===== config.mk =====
export PLATFORM = sky130hd
export DESIGN_NAME = divider_and_interval_timer
export DESIGN_NICKNAME = d
export VERILOG_FILES = /design/src/dait_pkg.sv /design/src/dait_core.sv /design/src/divider_and_interval_timer.sv
export SDC_FILE = /design/constraint.sdc
export NUM_CORES = 1
export LEC_CHECK = 0
export BUFFER_PORTS_ARGS = -buffer_cell sky130_fd_sc_hd__buf_2
export CAP_MARGIN = 20
export CORE_MARGIN = 2
export CORE_UTILIZATION = 50
export CTS_BUF_LIST = sky130_fd_sc_hd__clkbuf_4
export CTS_CLUSTER_SIZE = 12
export DETAILED_ROUTE_END_ITERATION = 6
export PLACE_DENSITY = 0.68
export SLEW_MARGIN = 20
export SYNTH_ARGS = -nofsm -noshare
export SYNTH_HDL_FRONTEND = slang
export SYNTH_SLANG_ARGS = --single-unit

===== constraint.sdc =====
create_clock -name clk -period 3.75 [get_ports clk]
set_clock_uncertainty 0.2 [all_clocks]
set_input_delay 0.5625 -clock clk [delete_from_list [all_inputs] [get_ports clk]]
set_output_delay 0.5625 -clock clk [all_outputs]
set_load 0.01 [all_outputs]

===== src/dait_pkg.sv =====
// shared types, register codes and the period table of the divider and interval timer
// no dependencies; used by dait_core, divider_and_interval_timer, timer_checker and testbench
package dait_pkg;

  // request types
  localparam logic [1:0] REQ_TICK  = 2'd0;
  localparam logic [1:0] REQ_READ  = 2'd1;
  localparam logic [1:0] REQ_WRITE = 2'd2;

  // register select codes
  localparam logic [1:0] SEL_DIV = 2'd0;
  localparam logic [1:0] SEL_CNT = 2'd1;
  localparam logic [1:0] SEL_MOD = 2'd2;
  localparam logic [1:0] SEL_CTL = 2'd3;

  // control register layout
  localparam int unsigned CTL_W      = 3;
  localparam int unsigned CTL_EN_BIT = 2;
  localparam int unsigned PRE_W      = 11;
  localparam int unsigned DIV_W      = 16;

  localparam logic [7:0] CNT_MAX = 8'hFF;

  // one request as it travels from the input register to the timer core
  typedef struct packed {
    logic [1:0] req_type;
    logic [1:0] reg_sel;
    logic [7:0] write_data;
  } req_t;

  // result of one request
  typedef struct packed {
    logic [7:0] read_data;
    logic       irq_pulse;
  } rsp_t;

  // prescaler period selected by control bits 1..0
  function automatic logic [PRE_W-1:0] period_of(input logic [1:0] rate);
    logic [PRE_W-1:0] p;
    case (rate)
      2'd0:    p = 11'd1024;
      2'd1:    p = 11'd16;
      2'd2:    p = 11'd64;
      default: p = 11'd256;
    endcase
    return p;
  endfunction

endpackage


===== src/dait_core.sv =====
// timer state (divider, prescaler, counter, modulo, control) and its update per request
// depends on dait_pkg
module dait_core (
  input  logic          clk,
  input  logic          rst_n,
  input  logic          go,
  input  dait_pkg::req_t req,
  output dait_pkg::rsp_t rsp,
  output logic          timer_en
);

  logic [dait_pkg::DIV_W-1:0] div_r, div_nxt;
  logic [dait_pkg::PRE_W-1:0] pre_r, pre_nxt;
  logic [7:0]                 cnt_r, cnt_nxt;
  logic [7:0]                 mod_r, mod_nxt;
  logic [dait_pkg::CTL_W-1:0] ctl_r, ctl_nxt;

  logic [dait_pkg::PRE_W-1:0] pre_inc;
  logic                       fire;

  assign timer_en = ctl_r[dait_pkg::CTL_EN_BIT];
  assign pre_inc  = pre_r + 1'b1;
  assign fire     = pre_inc >= dait_pkg::period_of(ctl_r[1:0]);

  // next state and result for the request in flight
  always_comb begin
    div_nxt = div_r;
    pre_nxt = pre_r;
    cnt_nxt = cnt_r;
    mod_nxt = mod_r;
    ctl_nxt = ctl_r;
    rsp     = '0;
    case (req.req_type)
      dait_pkg::REQ_TICK: begin
        div_nxt = div_r + 1'b1;
        if (timer_en) begin
          pre_nxt = fire ? '0 : pre_inc;
          if (fire) begin
            if (cnt_r == dait_pkg::CNT_MAX) begin
              cnt_nxt       = mod_r;
              rsp.irq_pulse = 1'b1;
            end else begin
              cnt_nxt = cnt_r + 1'b1;
            end
          end
        end
      end
      dait_pkg::REQ_READ: begin
        unique case (req.reg_sel)
          dait_pkg::SEL_DIV: rsp.read_data = div_r[dait_pkg::DIV_W-1 -: 8];
          dait_pkg::SEL_CNT: rsp.read_data = cnt_r;
          dait_pkg::SEL_MOD: rsp.read_data = mod_r;
          default:           rsp.read_data = {{(8-dait_pkg::CTL_W){1'b0}}, ctl_r};
        endcase
      end
      dait_pkg::REQ_WRITE: begin
        unique case (req.reg_sel)
          dait_pkg::SEL_DIV: div_nxt = '0;
          dait_pkg::SEL_CNT: cnt_nxt = req.write_data;
          dait_pkg::SEL_MOD: mod_nxt = req.write_data;
          default:           ctl_nxt = req.write_data[dait_pkg::CTL_W-1:0];
        endcase
      end
      default: ;
    endcase
  end

  // state registers, updated only when the request is processed
  always_ff @(posedge clk) begin
    if (!rst_n) begin
      div_r <= '0;
      pre_r <= '0;
      cnt_r <= '0;
      mod_r <= '0;
      ctl_r <= '0;
    end else if (go) begin
      div_r <= div_nxt;
      pre_r <= pre_nxt;
      cnt_r <= cnt_nxt;
      mod_r <= mod_nxt;
      ctl_r <= ctl_nxt;
    end
  end

endmodule


===== src/divider_and_interval_timer.sv =====
// divider and interval timer top level: input register, timer core, result register
// depends on dait_pkg and dait_core
//
// Usage:
//   Input channel (in_valid, in_stall, in_req_type, in_reg_sel, in_write_data)
//   carries one request per transaction: a tick, a register read or a write.
//   Result channel (out_valid, out_stall, out_read_data, out_irq_pulse) returns
//   exactly one transaction per request, in order. read_data holds the
//   selected register on reads and zero otherwise; irq_pulse is set when a
//   tick overflowed the counter.
//   A request waits in the input register and passes through the timer core
//   into the result register, where it is shown until the receiver takes it.
//   Throughput is one request per cycle while out_stall does not hold; the
//   timer state updates as each request leaves the input register.
//   When out_stall holds, the result register keeps its transaction, the
//   input register fills and then in_stall rises; nothing is dropped.
//   Synchronous reset (rst_n low) empties both registers and clears the
//   divider, prescaler, counter, modulo and control registers.
module divider_and_interval_timer (
  input  logic       clk,
  input  logic       rst_n,
  input  logic       in_valid,
  output logic       in_stall,
  input  logic [1:0] in_req_type,
  input  logic [1:0] in_reg_sel,
  input  logic [7:0] in_write_data,
  output logic       out_valid,
  input  logic       out_stall,
  output logic [7:0] out_read_data,
  output logic       out_irq_pulse
);

  logic           s1_valid_r, s1_valid_nxt;
  dait_pkg::req_t s1_req_r;
  logic           out_valid_r, out_valid_nxt;
  dait_pkg::rsp_t out_rsp_r;
  dait_pkg::rsp_t core_rsp;
  logic           advance;
  logic           in_acc;
  logic           go;
  logic           timer_en;

  // pipeline moves when the result register is empty or being taken
  assign advance  = !out_valid_r || !out_stall;
  assign in_stall = s1_valid_r && !advance;
  assign in_acc   = in_valid && !in_stall;
  assign go       = s1_valid_r && advance;

  assign s1_valid_nxt  = in_acc ? 1'b1 : (advance ? 1'b0 : s1_valid_r);
  assign out_valid_nxt = advance ? s1_valid_r : out_valid_r;

  dait_core u_core (
    .clk      (clk),
    .rst_n    (rst_n),
    .go       (go),
    .req      (s1_req_r),
    .rsp      (core_rsp),
    .timer_en (timer_en)
  );

  // valid flags
  always_ff @(posedge clk) begin
    if (!rst_n) begin
      s1_valid_r  <= 1'b0;
      out_valid_r <= 1'b0;
    end else begin
      s1_valid_r  <= s1_valid_nxt;
      out_valid_r <= out_valid_nxt;
    end
  end

  // payload registers
  always_ff @(posedge clk) begin
    if (in_acc) begin
      s1_req_r <= '{req_type: in_req_type, reg_sel: in_reg_sel, write_data: in_write_data};
    end
    if (go) begin
      out_rsp_r <= core_rsp;
    end
  end

  assign out_valid     = out_valid_r;
  assign out_read_data = out_rsp_r.read_data;
  assign out_irq_pulse = out_rsp_r.irq_pulse;

  // an interrupt transaction never carries read data
  a_irq_no_data: assert property (@(posedge clk) disable iff (!rst_n)
    out_valid && out_irq_pulse |-> out_read_data == 8'd0)
    else $error("irq transaction with nonzero read data");

  // an interrupt can only come from an enabled timer
  a_irq_enabled: assert property (@(posedge clk) disable iff (!rst_n)
    out_valid && out_irq_pulse |-> timer_en)
    else $error("irq while timer disabled");

  // a held request is not lost while the result side stalls
  a_hold_req: assert property (@(posedge clk) disable iff (!rst_n)
    s1_valid_r && !advance |=> s1_valid_r)
    else $error("pending request dropped");

  // a stalled result stays presented
  a_hold_rsp: assert property (@(posedge clk) disable iff (!rst_n)
    out_valid_r && out_stall |=> out_valid_r && $stable(out_rsp_r))
    else $error("stalled result changed");

endmodule


==> flow_summary.ini <==
[worst_hold_path]
hold_depth = 1
min_from = in_write_data[3]
hold_end = s1_req_r[3]
min-delay-path-class = in2reg

[placed_design]
post-place-ws_ns = 0.496
hpwl_um = 5440
placed_area_mm2 = 0.00371
place_congestion = 0.827
portBuffers = 26
dp.cells = 481

[global_route]
grt_pass1_vias = 2746
grt_use_total_pct = 21.9
grt_pass1_wl_um = 13200
grt_max_degree = 29
antenna_found_initial = 0
grt_remaining_overflow = 0

[synth]
ys_seq_area_share_pct = 45.6
ys.warnings.count = 0
synth_top_area_cell = dfxtp_1
yosys_most_used_dff = dfxtp_1
synth_area_mm2 = 0.00349
synthCells = 384
synth_common_cells = nand2_1, nor2_1, dfxtp_1
yosysMostFrequentCell = nand2_1
ys_ff_latch = 69
syn_nets = 407
async_reset_ff_share_pct = 0
avgSynthCellArea_um2 = 9.09
synth_area_leaders = dfxtp_1, edfxtp_1, nand2_1
synth_edf_count = 21
synth_top_area_share_pct = 27.5
ys_types = 44

[die]
die_w_um = 87.5
initial_core_util_pct = 51.6
boundaryPins = 27
dieArea_mm2 = 0.00766
fp-row-count = 30
fp.dieH_um = 87.5
core-area_mm2 = 0.00676

[layout]
area.growth.synth_to_final_pct = 10.9
fillCellCount = 626
fin_area_mm2 = 0.00387
drive_gt1_share_pct = 15.1
nets = 435
diodes = 0
finalNonFillerCells = 497

[route]
first_pass_iters = 4
viasPerCell = 5.77
wl_um = 7700
avgRoutedWirePerCell_um = 15.5
vias = 2868
drt_iter0_drc = 192
drc = 0
antenna_left = 0

[setup_path]
r2r_start = u_core.pre_r[1]
worst-endpoint-required_ns = 3.88
cp_slowest_cell = or3_1
critical_path.cell_chain = ha_1 -> nand2_1 -> nor3_1 -> and3_1 -> xor2_1 -> ha_1 -> o211a_1 -> o211a_1 -> or3_1 -> a311oi_2
crit_type = reg2reg
critPathBufInv = 0
crit_arrival_ns = 3.44
cp-end-kind = register
rrSetupSlack_ns = 0.44
critPathTopFamily = simple AND/OR/NAND/NOR gates
reg2regPathDepth = 10
cpPeakStageDelay_ns = 0.54
start_kind = register
r2r-end = u_core.cnt_r[3]
cp_max_fo = 8

[timing]
fin_crit_sh_pct = 88.2
fin_ws_ns = 0.441
fin_setup_tns_ns = 0
worstMarginPinSlew_ns = 0.767
min_period_ns = 3.31
grt_setup_unrepaired = no
final-max-slew-violation-count = 0
finalSetupViolCount = 0
hold_viol = 0
relSlewSlack_pct = 48.5
max_clock_freq_mhz = 302

[pwr]
p_total_mw = 1.42
power_density_mw_per_mm2 = 366
cellLeakagePower_nw = 1.35
vdd_ir_drop_max_v = 0.000165

[clocking]
cts_sinks = 69
hold_buffers = 0
htreeDepth = 3
clock_latency_ns = 0.41
cts-root-buf = clkbuf_4
post_cts_resized = 0
cts_setup_buffers = 0
cts_tree = done
cts_made_buffers = 9
clock_path_buffers = 2
clk_pin_slew_worst_paths_ns = 0.12

[status]
outcome = finished clean

[job]
maxCapViolations = 0
==> worst max path at each step <==
stage	from	end	slack [ns]	depth (start not counted)
floorplan	u_core.pre_r[0]	u_core.cnt_r[3]	0.83	11
global placement	u_core.pre_r[0]	u_core.cnt_r[3]	0.59	10
detailed placement	u_core.pre_r[0]	u_core.cnt_r[3]	0.50	10
CTS	u_core.pre_r[1]	u_core.cnt_r[3]	0.47	10
global route	u_core.pre_r[0]	u_core.cnt_r[3]	0.24	10
finish	u_core.pre_r[1]	u_core.cnt_r[3]	0.44	10
==> placed cells by master, fill, tap and decap left out, types with 6 or more instances in the layout <==
master / Yosys / final
edfxtp_1: 21 / 21
nor4_1: 8 / 8
a21oi_1: 27 / 27
and3_1: 6 / 6
mux2i_1: 15 / 15
xor2_1: 14 / 14
nand4_1: 9 / 9
o211ai_1: 7 / 7
inv_1: 6 / 6
nor3_1: 9 / 9
buf_2: 0 / 26
clkbuf_4: 0 / 10
ha_1: 7 / 7
nor2_1: 49 / 49
nand2_1: 51 / 51
dfxtp_1: 48 / 48
buf_4: 1 / 7
o21ai_0: 10 / 10
xnor2_1: 11 / 11
nand3_1: 19 / 19
nor2b_1: 11 / 11
==> through the flow <==
| stage | utilization [%] | hold slack (ns) |
|---|---|---|
| floorplan | - | 0.241 |
| global placement | 54.9 | 0.262 |
| detailed placement | 54.9 | 0.265 |
| CTS | 57.3 | 0.102 |
| global route | 57.3 | 0.0908 |
| finish | 57.3 | 0.119 |
==> power by group <==
part	switching, mW	internal [mW]	leakage [nW]
clock	0.275	0.276	0.0786
combinational	0.0407	0.0247	0.686
sequential	0.0154	0.784	0.589
==> flip-flops by register name, indices dropped and copies added, names as in the netlist <==
register       cells
u_core.div_r      16
s1_req_r          12
u_core.pre_r      11
out_read_data      8
u_core.cnt_r       8
u_core.mod_r       8
u_core.ctl_r       3
out_irq_pulse      1
out_valid          1
s1_valid_r         1
==> metal layers <==
layer  GRT usage, %  share of wire [%]  vias to the layer above
met5              0                  0                        -
met4           8.25                2.3                        0
met3           3.68                3.1                       16
met2           35.7                 47                       66
met1           29.4                 48                     1353
li1               -                  -                     1433
==> area by class of cell <==
class / instances / area [µm²] / share of cell area (%)
multi-input cells: 292 / 1810 / 46.7
inverters: 7 / 26.3 / 0.679
flip-flops and latches: 69 / 1590 / 41.1
clock inverters: 6 / 87.6 / 2.26
clock buffers: 10 / 75.1 / 1.94
well taps: 80 / 100 / 2.59
repair buffers: 33 / 183 / 4.72
==> cells by family (layout without fill, tap and decap cells) <==
| family | count (synthesis) | count (layout) | share of synthesized area, % |
|---|---|---|---|
| AOI/OAI and AO/OA | 65 | 65 | 12.4 |
| xor gates and xnor gates | 25 | 25 | 6.27 |
| adders and majority gates | 7 | 7 | 2.51 |
| buffers and inverters | 23 | 56 | 2.80 |
| DFF | 69 | 69 | 45.6 |
| muxes | 18 | 18 | 6.24 |
| and+or+nand+nor | 177 | 177 | 24.1 |
(Power assumes the default switching activity.)
